File: src/design/i2c_master_transaction_sequencer_top_assert.svh
`ifndef I2C_MASTER_TRANSACTION_SEQUENCER_TOP_ASSERT_SVH
`define I2C_MASTER_TRANSACTION_SEQUENCER_TOP_ASSERT_SVH

// Condition that must hold on every clock edge out of reset
`define I2CS_CHECK(lbl, clk, rst_n, cond) \
    lbl: assert property (@(posedge clk) disable iff (!rst_n) (cond)) \
        else $error("i2cs: invariant violated");

// Same-cycle implication
`define I2CS_CHECK_IMP(lbl, clk, rst_n, ante, cons) \
    lbl: assert property (@(posedge clk) disable iff (!rst_n) (ante) |-> (cons)) \
        else $error("i2cs: implication violated");

// Next-cycle implication
`define I2CS_CHECK_NXT(lbl, clk, rst_n, ante, cons) \
    lbl: assert property (@(posedge clk) disable iff (!rst_n) (ante) |=> (cons)) \
        else $error("i2cs: next-cycle implication violated");

`endif

File: src/design/i2cs_pkg.sv
package i2cs_pkg;

    // Buffer size default and width of the request index field
    localparam int unsigned BUFFER_DEPTH_DEF = 256;
    localparam int unsigned IDX_W            = 8;
    localparam int unsigned IDX_SPAN         = 1 << IDX_W;

    // Request operation codes
    localparam logic [2:0] OP_LOAD  = 3'd0;
    localparam logic [2:0] OP_START = 3'd1;
    localparam logic [2:0] OP_XFER  = 3'd2;
    localparam logic [2:0] OP_READ  = 3'd3;
    localparam logic [2:0] OP_TAKE  = 3'd4;

    // Byte engine action codes
    localparam logic [2:0] ACT_NONE    = 3'd0;
    localparam logic [2:0] ACT_START   = 3'd1;
    localparam logic [2:0] ACT_SEND    = 3'd2;
    localparam logic [2:0] ACT_RESTART = 3'd3;
    localparam logic [2:0] ACT_RECV    = 3'd4;
    localparam logic [2:0] ACT_TAKE    = 3'd5;
    localparam logic [2:0] ACT_LAST    = 3'd6;
    localparam logic [2:0] ACT_STOP    = 3'd7;

    // Transaction phase, one-hot
    typedef enum logic [4:0] {
        PH_IDLE   = 5'b00001,
        PH_WADDR  = 5'b00010,
        PH_WDATA  = 5'b00100,
        PH_RSETUP = 5'b01000,
        PH_RDATA  = 5'b10000
    } t_phase;

    // One incoming request
    typedef struct packed {
        logic [2:0]       operation;
        logic [IDX_W-1:0] buffer_index;
        logic [7:0]       byte_value;
        logic [6:0]       target_address;
        logic [7:0]       write_count;
        logic [7:0]       read_count;
        logic             bus_busy;
        logic             nack_received;
        logic [7:0]       received_byte;
    } t_item;

    // Result fields; tx_mem / rd_mem select the registered buffer byte
    typedef struct packed {
        logic [2:0] action;
        logic [7:0] tx_byte;
        logic       tx_mem;
        logic       send_nack;
        logic       rd_mem;
        logic       ready_res;
        logic       data_ready;
    } t_res;

    // Buffer write control
    typedef struct packed {
        logic       we;
        logic [7:0] wdata;
    } t_mem_wr;

endpackage

File: src/design/i2cs_buf.sv
module i2cs_buf #(
    parameter int unsigned BUFFER_DEPTH = i2cs_pkg::BUFFER_DEPTH_DEF
) (
    input  logic                            i_clk,
    input  i2cs_pkg::t_mem_wr               i_wr,
    input  logic                            i_rd_en,
    input  logic [$clog2(BUFFER_DEPTH)-1:0] i_addr,
    output logic [7:0]                      o_rdata
);
    import i2cs_pkg::*;

    logic [7:0] r_mem [BUFFER_DEPTH];
    logic [7:0] r_rdata;

    // Single port: a write and a registered read can share one request's address
    always_ff @(posedge i_clk) begin
        if (i_wr.we) begin
            r_mem[i_addr] <= i_wr.wdata;
        end
        if (i_rd_en) begin
            r_rdata <= r_mem[i_addr];
        end
    end

    assign o_rdata = r_rdata;

endmodule

File: src/design/i2cs_seq.sv
`include "i2c_master_transaction_sequencer_top_assert.svh"

module i2cs_seq #(
    parameter int unsigned BUFFER_DEPTH = i2cs_pkg::BUFFER_DEPTH_DEF
) (
    input  logic                            i_clk,
    input  logic                            i_rst_n,
    input  logic                            i_adv,
    input  i2cs_pkg::t_item                 i_item,
    output i2cs_pkg::t_res                  o_res,
    output i2cs_pkg::t_mem_wr               o_mem_wr,
    output logic [$clog2(BUFFER_DEPTH)-1:0] o_mem_addr
);
    import i2cs_pkg::*;

    localparam int unsigned AW = $clog2(BUFFER_DEPTH);

    t_phase     r_phase, n_phase;
    logic [7:0] r_addr_byte, n_addr_byte;
    logic [7:0] r_writes_left, n_writes_left;
    logic [7:0] r_reads_left, n_reads_left;
    logic [7:0] r_buf_pos, n_buf_pos;
    logic       r_read_done, n_read_done;

    t_res       w_res;
    t_mem_wr    w_wr;
    logic       w_use_pos;
    logic [7:0] w_wl;
    logic [7:0] w_rl;
    logic [7:0] w_pos_sel;
    logic       w_wr_phase;
    logic [AW-1:0] w_slot [IDX_SPAN];

    // Index to buffer slot: modulo the depth, worked out per entry
    for (genvar g = 0; g < IDX_SPAN; g++) begin : g_slot
        assign w_slot[g] = AW'(g % BUFFER_DEPTH);
    end

    assign w_wl = r_writes_left - 8'd1;
    assign w_rl = r_reads_left - 8'd1;

    // Next state and result for the request in the input stage
    always_comb begin
        n_phase       = r_phase;
        n_addr_byte   = r_addr_byte;
        n_writes_left = r_writes_left;
        n_reads_left  = r_reads_left;
        n_buf_pos     = r_buf_pos;
        n_read_done   = r_read_done;
        w_res         = '0;
        w_res.action  = ACT_NONE;
        w_wr          = '0;
        w_use_pos     = 1'b0;

        case (i_item.operation)
            OP_LOAD: begin
                w_wr.we    = 1'b1;
                w_wr.wdata = i_item.byte_value;
            end
            OP_START: begin
                if (!i_item.bus_busy && r_phase == PH_IDLE &&
                    (i_item.write_count != 8'd0 || i_item.read_count != 8'd0)) begin
                    n_writes_left = i_item.write_count;
                    n_reads_left  = i_item.read_count;
                    n_addr_byte   = {i_item.target_address, i_item.write_count == 8'd0};
                    n_phase       = (i_item.write_count != 8'd0) ? PH_WADDR : PH_RSETUP;
                    n_buf_pos     = 8'd0;
                    w_res.action  = ACT_START;
                    w_res.tx_byte = {i_item.target_address, i_item.write_count == 8'd0};
                end
            end
            OP_XFER: begin
                case (r_phase)
                    PH_WADDR: begin
                        if (i_item.nack_received) begin
                            n_phase      = PH_IDLE;
                            n_buf_pos    = 8'd0;
                            w_res.action = ACT_STOP;
                        end else begin
                            w_use_pos    = 1'b1;
                            w_res.tx_mem = 1'b1;
                            n_buf_pos    = r_buf_pos + 8'd1;
                            n_phase      = PH_WDATA;
                            w_res.action = ACT_SEND;
                        end
                    end
                    PH_WDATA: begin
                        if (i_item.nack_received) begin
                            n_phase      = PH_IDLE;
                            n_buf_pos    = 8'd0;
                            w_res.action = ACT_STOP;
                        end else begin
                            n_writes_left = w_wl;
                            if (w_wl != 8'd0) begin
                                w_use_pos    = 1'b1;
                                w_res.tx_mem = 1'b1;
                                n_buf_pos    = r_buf_pos + 8'd1;
                                w_res.action = ACT_SEND;
                            end else if (r_reads_left != 8'd0) begin
                                // switch direction with a repeated start
                                w_res.tx_byte = r_addr_byte | 8'h01;
                                n_phase       = PH_RSETUP;
                                n_buf_pos     = 8'd0;
                                w_res.action  = ACT_RESTART;
                            end else begin
                                n_phase      = PH_IDLE;
                                n_buf_pos    = 8'd0;
                                w_res.action = ACT_STOP;
                            end
                        end
                    end
                    PH_RSETUP: begin
                        if (i_item.nack_received) begin
                            n_phase      = PH_IDLE;
                            n_buf_pos    = 8'd0;
                            w_res.action = ACT_STOP;
                        end else begin
                            w_res.send_nack = (r_reads_left == 8'd1);
                            n_phase         = PH_RDATA;
                            w_res.action    = ACT_RECV;
                        end
                    end
                    PH_RDATA: begin
                        // target nack is ignored while receiving
                        n_reads_left = w_rl;
                        w_use_pos    = 1'b1;
                        w_wr.we      = 1'b1;
                        w_wr.wdata   = i_item.received_byte;
                        n_buf_pos    = r_buf_pos + 8'd1;
                        if (w_rl != 8'd0) begin
                            w_res.send_nack = (w_rl == 8'd1);
                            w_res.action    = ACT_TAKE;
                        end else begin
                            n_read_done  = 1'b1;
                            n_phase      = PH_IDLE;
                            n_buf_pos    = 8'd0;
                            w_res.action = ACT_LAST;
                        end
                    end
                    default: begin
                    end
                endcase
            end
            OP_READ: begin
                w_res.rd_mem = 1'b1;
            end
            OP_TAKE: begin
                n_read_done = 1'b0;
            end
            default: begin
            end
        endcase

        w_res.ready_res  = (n_phase == PH_IDLE) && !i_item.bus_busy;
        w_res.data_ready = (i_item.operation == OP_TAKE) ? r_read_done : n_read_done;
    end

    assign w_pos_sel     = w_use_pos ? r_buf_pos : i_item.buffer_index;
    assign o_mem_addr    = w_slot[w_pos_sel];
    assign o_mem_wr.we   = w_wr.we & i_adv;
    assign o_mem_wr.wdata = w_wr.wdata;
    assign o_res         = w_res;

    // Transaction state, committed when the request moves on
    always_ff @(posedge i_clk) begin
        if (!i_rst_n) begin
            r_phase       <= PH_IDLE;
            r_addr_byte   <= 8'd0;
            r_writes_left <= 8'd0;
            r_reads_left  <= 8'd0;
            r_buf_pos     <= 8'd0;
            r_read_done   <= 1'b0;
        end else if (i_adv) begin
            r_phase       <= n_phase;
            r_addr_byte   <= n_addr_byte;
            r_writes_left <= n_writes_left;
            r_reads_left  <= n_reads_left;
            r_buf_pos     <= n_buf_pos;
            r_read_done   <= n_read_done;
        end
    end

    // Either write phase
    assign w_wr_phase = r_phase inside {PH_WADDR, PH_WDATA};

    `I2CS_CHECK(a_phase_onehot, i_clk, i_rst_n, $onehot(r_phase))
    `I2CS_CHECK_IMP(a_idle_pos_zero, i_clk, i_rst_n, r_phase == PH_IDLE, r_buf_pos == 8'd0)
    `I2CS_CHECK_IMP(a_rdata_left, i_clk, i_rst_n, r_phase == PH_RDATA, r_reads_left != 8'd0)
    `I2CS_CHECK_IMP(a_write_left, i_clk, i_rst_n, w_wr_phase, r_writes_left != 8'd0)

endmodule

File: src/design/i2c_master_transaction_sequencer_top.sv
// Channel  | Handshake                    | Payload
// request  | i_in_valid / o_in_ready      | i_operation .. i_received_byte
// result   | o_out_valid / i_out_ready    | o_action .. o_data_ready
//
// One request per cycle while results are not stalled; a result is presented
// once its request has passed the input register, then the result register.
// Each request reads the single buffer port and may also write it at the same
// address; the registered read data is muxed onto o_tx_byte / o_read_data.
// Reset clears the phase machine and counts; the buffer is not cleared.
// A stalled result holds the result register and, behind it, the input
// register; requests are taken again as soon as the result is taken.
`include "i2c_master_transaction_sequencer_top_assert.svh"

module i2c_master_transaction_sequencer_top #(
    parameter int unsigned BUFFER_DEPTH = i2cs_pkg::BUFFER_DEPTH_DEF
) (
    input  logic       i_clk,
    input  logic       i_rst_n,
    input  logic       i_in_valid,
    output logic       o_in_ready,
    input  logic [2:0] i_operation,
    input  logic [7:0] i_buffer_index,
    input  logic [7:0] i_byte_value,
    input  logic [6:0] i_target_address,
    input  logic [7:0] i_write_count,
    input  logic [7:0] i_read_count,
    input  logic       i_bus_busy,
    input  logic       i_nack_received,
    input  logic [7:0] i_received_byte,
    output logic       o_out_valid,
    input  logic       i_out_ready,
    output logic [2:0] o_action,
    output logic [7:0] o_tx_byte,
    output logic       o_send_nack,
    output logic [7:0] o_read_data,
    output logic       o_ready_res,
    output logic       o_data_ready
);
    import i2cs_pkg::*;

    localparam int unsigned AW = $clog2(BUFFER_DEPTH);

    logic          r_in_valid;
    t_item         r_item;
    logic          r_out_valid;
    t_res          r_res;
    logic          w_adv;
    t_res          w_res;
    t_mem_wr       w_mem_wr;
    logic [AW-1:0] w_mem_addr;
    logic [7:0]    w_mem_q;
    logic          w_tx_act;
    logic          w_rx_act;

    // Request moves from input register to result register
    assign w_adv      = r_in_valid && (!r_out_valid || i_out_ready);
    assign o_in_ready = !r_in_valid || w_adv;

    // Input register
    always_ff @(posedge i_clk) begin
        if (!i_rst_n) begin
            r_in_valid <= 1'b0;
        end else if (o_in_ready) begin
            r_in_valid <= i_in_valid;
        end
    end

    always_ff @(posedge i_clk) begin
        if (i_in_valid && o_in_ready) begin
            r_item.operation      <= i_operation;
            r_item.buffer_index   <= i_buffer_index;
            r_item.byte_value     <= i_byte_value;
            r_item.target_address <= i_target_address;
            r_item.write_count    <= i_write_count;
            r_item.read_count     <= i_read_count;
            r_item.bus_busy       <= i_bus_busy;
            r_item.nack_received  <= i_nack_received;
            r_item.received_byte  <= i_received_byte;
        end
    end

    i2cs_seq #(
        .BUFFER_DEPTH (BUFFER_DEPTH)
    ) u_seq (
        .i_clk      (i_clk),
        .i_rst_n    (i_rst_n),
        .i_adv      (w_adv),
        .i_item     (r_item),
        .o_res      (w_res),
        .o_mem_wr   (w_mem_wr),
        .o_mem_addr (w_mem_addr)
    );

    i2cs_buf #(
        .BUFFER_DEPTH (BUFFER_DEPTH)
    ) u_buf (
        .i_clk   (i_clk),
        .i_wr    (w_mem_wr),
        .i_rd_en (w_adv),
        .i_addr  (w_mem_addr),
        .o_rdata (w_mem_q)
    );

    // Result register
    always_ff @(posedge i_clk) begin
        if (!i_rst_n) begin
            r_out_valid <= 1'b0;
        end else if (w_adv) begin
            r_out_valid <= 1'b1;
        end else if (i_out_ready) begin
            r_out_valid <= 1'b0;
        end
    end

    always_ff @(posedge i_clk) begin
        if (w_adv) begin
            r_res <= w_res;
        end
    end

    assign o_out_valid  = r_out_valid;
    assign o_action     = r_res.action;
    assign o_tx_byte    = r_res.tx_mem ? w_mem_q : r_res.tx_byte;
    assign o_send_nack  = r_res.send_nack;
    assign o_read_data  = r_res.rd_mem ? w_mem_q : 8'd0;
    assign o_ready_res  = r_res.ready_res;
    assign o_data_ready = r_res.data_ready;

    // Actions that carry a byte to send, and receive actions
    assign w_tx_act = o_action inside {ACT_START, ACT_SEND, ACT_RESTART};
    assign w_rx_act = o_action inside {ACT_RECV, ACT_TAKE};

    `I2CS_CHECK_NXT(a_in_hold, i_clk, i_rst_n, r_in_valid && !w_adv, r_in_valid)
    `I2CS_CHECK_IMP(a_tx_zero, i_clk, i_rst_n, o_out_valid && !w_tx_act, o_tx_byte == 8'd0)
    `I2CS_CHECK_IMP(a_nack_recv, i_clk, i_rst_n, o_out_valid && o_send_nack, w_rx_act)

endmodule
File: config.mk
export PLATFORM = sky130hd
export DESIGN_NAME = i2c_master_transaction_sequencer_top
export DESIGN_NICKNAME = d
export VERILOG_FILES = /design/src/design/i2cs_pkg.sv /design/src/design/i2cs_buf.sv /design/src/design/i2cs_seq.sv /design/src/design/i2c_master_transaction_sequencer_top.sv
export VERILOG_INCLUDE_DIRS = /design/src /design/src/design
export SDC_FILE = /design/constraint.sdc
export NUM_CORES = 2
export LEC_CHECK = 0
export BUFFER_PORTS_ARGS = -buffer_cell sky130_fd_sc_hd__buf_2
export CORE_UTILIZATION = 55
export CTS_BUF_LIST = sky130_fd_sc_hd__clkbuf_8
export CTS_CLUSTER_DIAMETER = 200
export DETAILED_ROUTE_END_ITERATION = 12
export PLACE_DENSITY_LB_ADDON = 0.1
export SLEW_MARGIN = 0
export SYNTH_ARGS = -nofsm -noshare
export SYNTH_HDL_FRONTEND = slang
export SYNTH_SLANG_ARGS = --single-unit
File: constraint.sdc
create_clock -name i_clk -period 8.9 [get_ports i_clk]
set_input_delay 1.78 -clock i_clk [delete_from_list [all_inputs] [get_ports i_clk]]
set_output_delay 1.78 -clock i_clk [all_outputs]
set_load 0.01 [all_outputs]
==> flow_summary.toml <==
[outcome]
status = "finished with violations"
violations = "capacitance limit, slew limit"

[cells_and_area]
final_common_cell = "edfxtp_1"
regArea_mm2 = 0.06456
drive_gt1_share_pct = 12.46
final_nets = 5427
finalNonFillerCells = 7639
layout_common_cells = "edfxtp_1, a22oi_1, a21oi_1"
multi_input_comb_area_mm2 = 0.01744
final_cell_area_mm2 = 0.09231
area_growth_pct = 10.80
fillCellCount = 11170
post-route-util_pct = 61.48

[floorplan]
pin_count = 80
start_util_pct = 55.49
die_y_um = 391.2
num_rows = 142
core_mm2 = 0.1501
floorplan.die.width_um = 391.2
die_area_mm2 = 0.1530

[synthesis]
synth_warnings = 0
post_synth_num_cell_types = 76
synth-edff-count = 2124
synth_ff_type = "edfxtp_1"
avgSynthCellArea_um2 = 15.97
synth-seq-cells = 2163
syn_area_mm2 = 0.08331
async_reset_ff_share_pct = 0
synth_nets = 5281
ys_seq_area_share_pct = 77.49
postSynthCellCount = 5218

[global_routing]
use_met1_pct = 46.86
met2_usage_pct = 48.29
antenna_found_initial = 16
grt_max_degree = 197
first_global_vias = 50310
globalRouteTotalUtil_pct = 32.72
busiest_layer = "met2"
grt_use_met3_pct = 7.989
grt-ovfl-total = 0
grt_first_pass_wirelength_um = 360300

[cts]
post_cts_buffers = 0
clockBufferDepth = 4
clk_pin_slew_ns = 0.06
hold_buffers = 0
post_cts_resized = 0
cts_tree = "built"
clk_latency_ns = 1.03
h-tree-depth = 5
cts_made_buffers = 355
cts_sinks = 2163
cts_root_buf = "clkbuf_8"

[power_and_ir_drop]
power_density_mw_per_mm2 = 212.3
ir_drop_mv = 0.1696
power.leakage_nw = 31.58

[timing]
setup_viol = 0
max_slew_margin_pct = -2.798
period_share_pct = 80.67
finalSetupTns_ns = 0
min_period_ns = 7.179
finClkSkew_ns = 0.07346
final_hold_viol_count = 0
setup_ws_ns = 1.721
maxSlewViolCount = 3
worstMarginPinSlew_ns = 1.522
max_freq_ghz = 0.1393
grt_setup_unrepaired = "false"

[setup_path]
crit_path_cell_trace = "or3b_1, buf_4, or4_1, nand2_4, o21a_1, buf_4, mux2i_4, buf_4, a21oi_1, o41ai_1, a41oi_1, or4_1"
slowest_stage = "o41ai_1"
arrival_ns = 7.95
cpPeakStageDelay_ns = 1.20
path_class = "register to register"
critPathRequiredTime_ns = 9.67
start_kind = "register"
path_common_cell = "buf_4"
path_max_fanout = 35
critPathCaptureType = "register"

[placed_design]
dp_hpwl_um = 142400
placed_area_mm2 = 0.08613
dp.cells = 7021
gp_congestion = 0.8747
portBuffers = 79
pre_cts_slack_ns = 1.832

[route]
vias = 52700
drcViolationCount = 0
routed_via_density = 6.899
ant_nets = 0
drt-initial-drc-count = 7584
routedWlPerCell_um = 33.00
finalWirelength_um = 252100
dr.pass1.iters = 8

[hold_path]
hold_class = "register to register"

[job]
maxCapViolations = 3
-- path summary, 6_finish.rpt --
kind / start / endpoint / slack (ns) / depth (start not counted)
min: u_seq.r_reads_left[7]$_SDFFE_PN0P_ / u_seq.r_reads_left[7]$_SDFFE_PN0P_ / 0.47 / 2
max: r_item[49]$_DFFE_PP_ / u_buf.o_rdata[7]$_DFFE_PP_ / 1.72 / 12
min reg2reg: u_seq.r_reads_left[7]$_SDFFE_PN0P_ / u_seq.r_reads_left[7]$_SDFFE_PN0P_ / 0.47 / 2
max reg2reg: r_item[49]$_DFFE_PP_ / u_buf.o_rdata[7]$_DFFE_PP_ / 1.72 / 12
-- power breakdown --
| part | internal [W] | leakage, nW | switching, W | total [W] |
|---|---|---|---|---|
| registers | 0.0111 | 23.3 | 0.0000258 | 0.0112 |
| clock network | 0.00393 | 3.62 | 0.00383 | 0.00776 |
| logic | 0.000138 | 4.70 | 0.000548 | 0.000686 |
| total | 0.0152 | 31.6 | 0.00440 | 0.0196 |
-- metrics by stage --
step / power [W] / hold WS (ns)
finish: 0.01960 / 0.4712
global route: 0.02011 / 0.4971
CTS: 0.01964 / 0.4691
detailed placement: 0.01204 / 0.4609
global placement: 0.01203 / 0.4548
floorplan: 0.01174 / 0.4370
-- synth_stat cells (13+ instances only) --
master / n / share of area, %
o31ai_1: 229 / 2.1
nand4_1: 14 / 0.11
mux2i_1: 21 / 0.25
a22o_1: 17 / 0.18
nand2_1: 60 / 0.27
dfxtp_1: 39 / 0.94
clkbuf_1: 295 / 1.3
nor3_1: 14 / 0.084
edfxtp_1: 2124 / 77
buf_2: 79 / 0.47
nor2_1: 316 / 1.4
a22oi_1: 795 / 7.2
nand2b_1: 17 / 0.13
a21oi_1: 428 / 2.6
o21ai_0: 257 / 1.5
and2_1: 13 / 0.098
nor4_1: 19 / 0.14
o41ai_1: 115 / 1.2
a41oi_1: 126 / 1.3
buf_1: 33 / 0.15
nor2b_1: 25 / 0.19
nand3_1: 21 / 0.13
mux2_2: 17 / 0.23
-- routing by layer --
layer | vias up | wire (um) | part of all wire (%)
met4 | 12 | 9701 | 3.8
li1 | 21820 | - | -
met2 | 3557 | 114100 | 45
met3 | 553 | 28810 | 11
met1 | 26760 | 99450 | 39
met5 | - | 78 | 0.031
-- layout make-up --
type                       count  share of cell area [%]
inverter                      12                 0.04880
clock buffer                 366                   5.457
antenna                       11                 0.02982
tap                         2016                   2.733
timing repair buffer         209                   1.724
clock inverter               239                   1.175
sequential                  2163                   69.94
multi-input combinational   2623                   18.89
-- state kept, by name, summed over array words and instances, names as in the netlist, 3 cells and up --
| name | count |
|---|---|
| o_action | 3 |
| r_item | 52 |
| r_res | 10 |
| u_buf.o_rdata | 8 |
| u_buf.r_mem | 2048 |
| u_seq.r_addr_byte | 7 |
| u_seq.r_buf_pos | 8 |
| u_seq.r_phase | 5 |
| u_seq.r_reads_left | 8 |
| u_seq.r_writes_left | 8 |
-- cells by family after synthesis --
kind of cell / synth area share (%)
compound gates: 16.61
xor+xnor: 0.1051
fa+ha+maj: 0.1051
buf+inv: 2.142
flops: 77.49
mux: 0.5091
simple gates: 3.037
-- worst max-delay path: cells and delay by family, from the launching register on --
family / cells / cell delay (ns)
AOI/OAI and AO/OA: 4 / 2.33
DFF: 1 / 0.45
muxes: 1 / 0.80
and+or+nand+nor: 4 / 2.10
buffers and inverters: 3 / 1.21
Power figures use the tool's default switching activity.
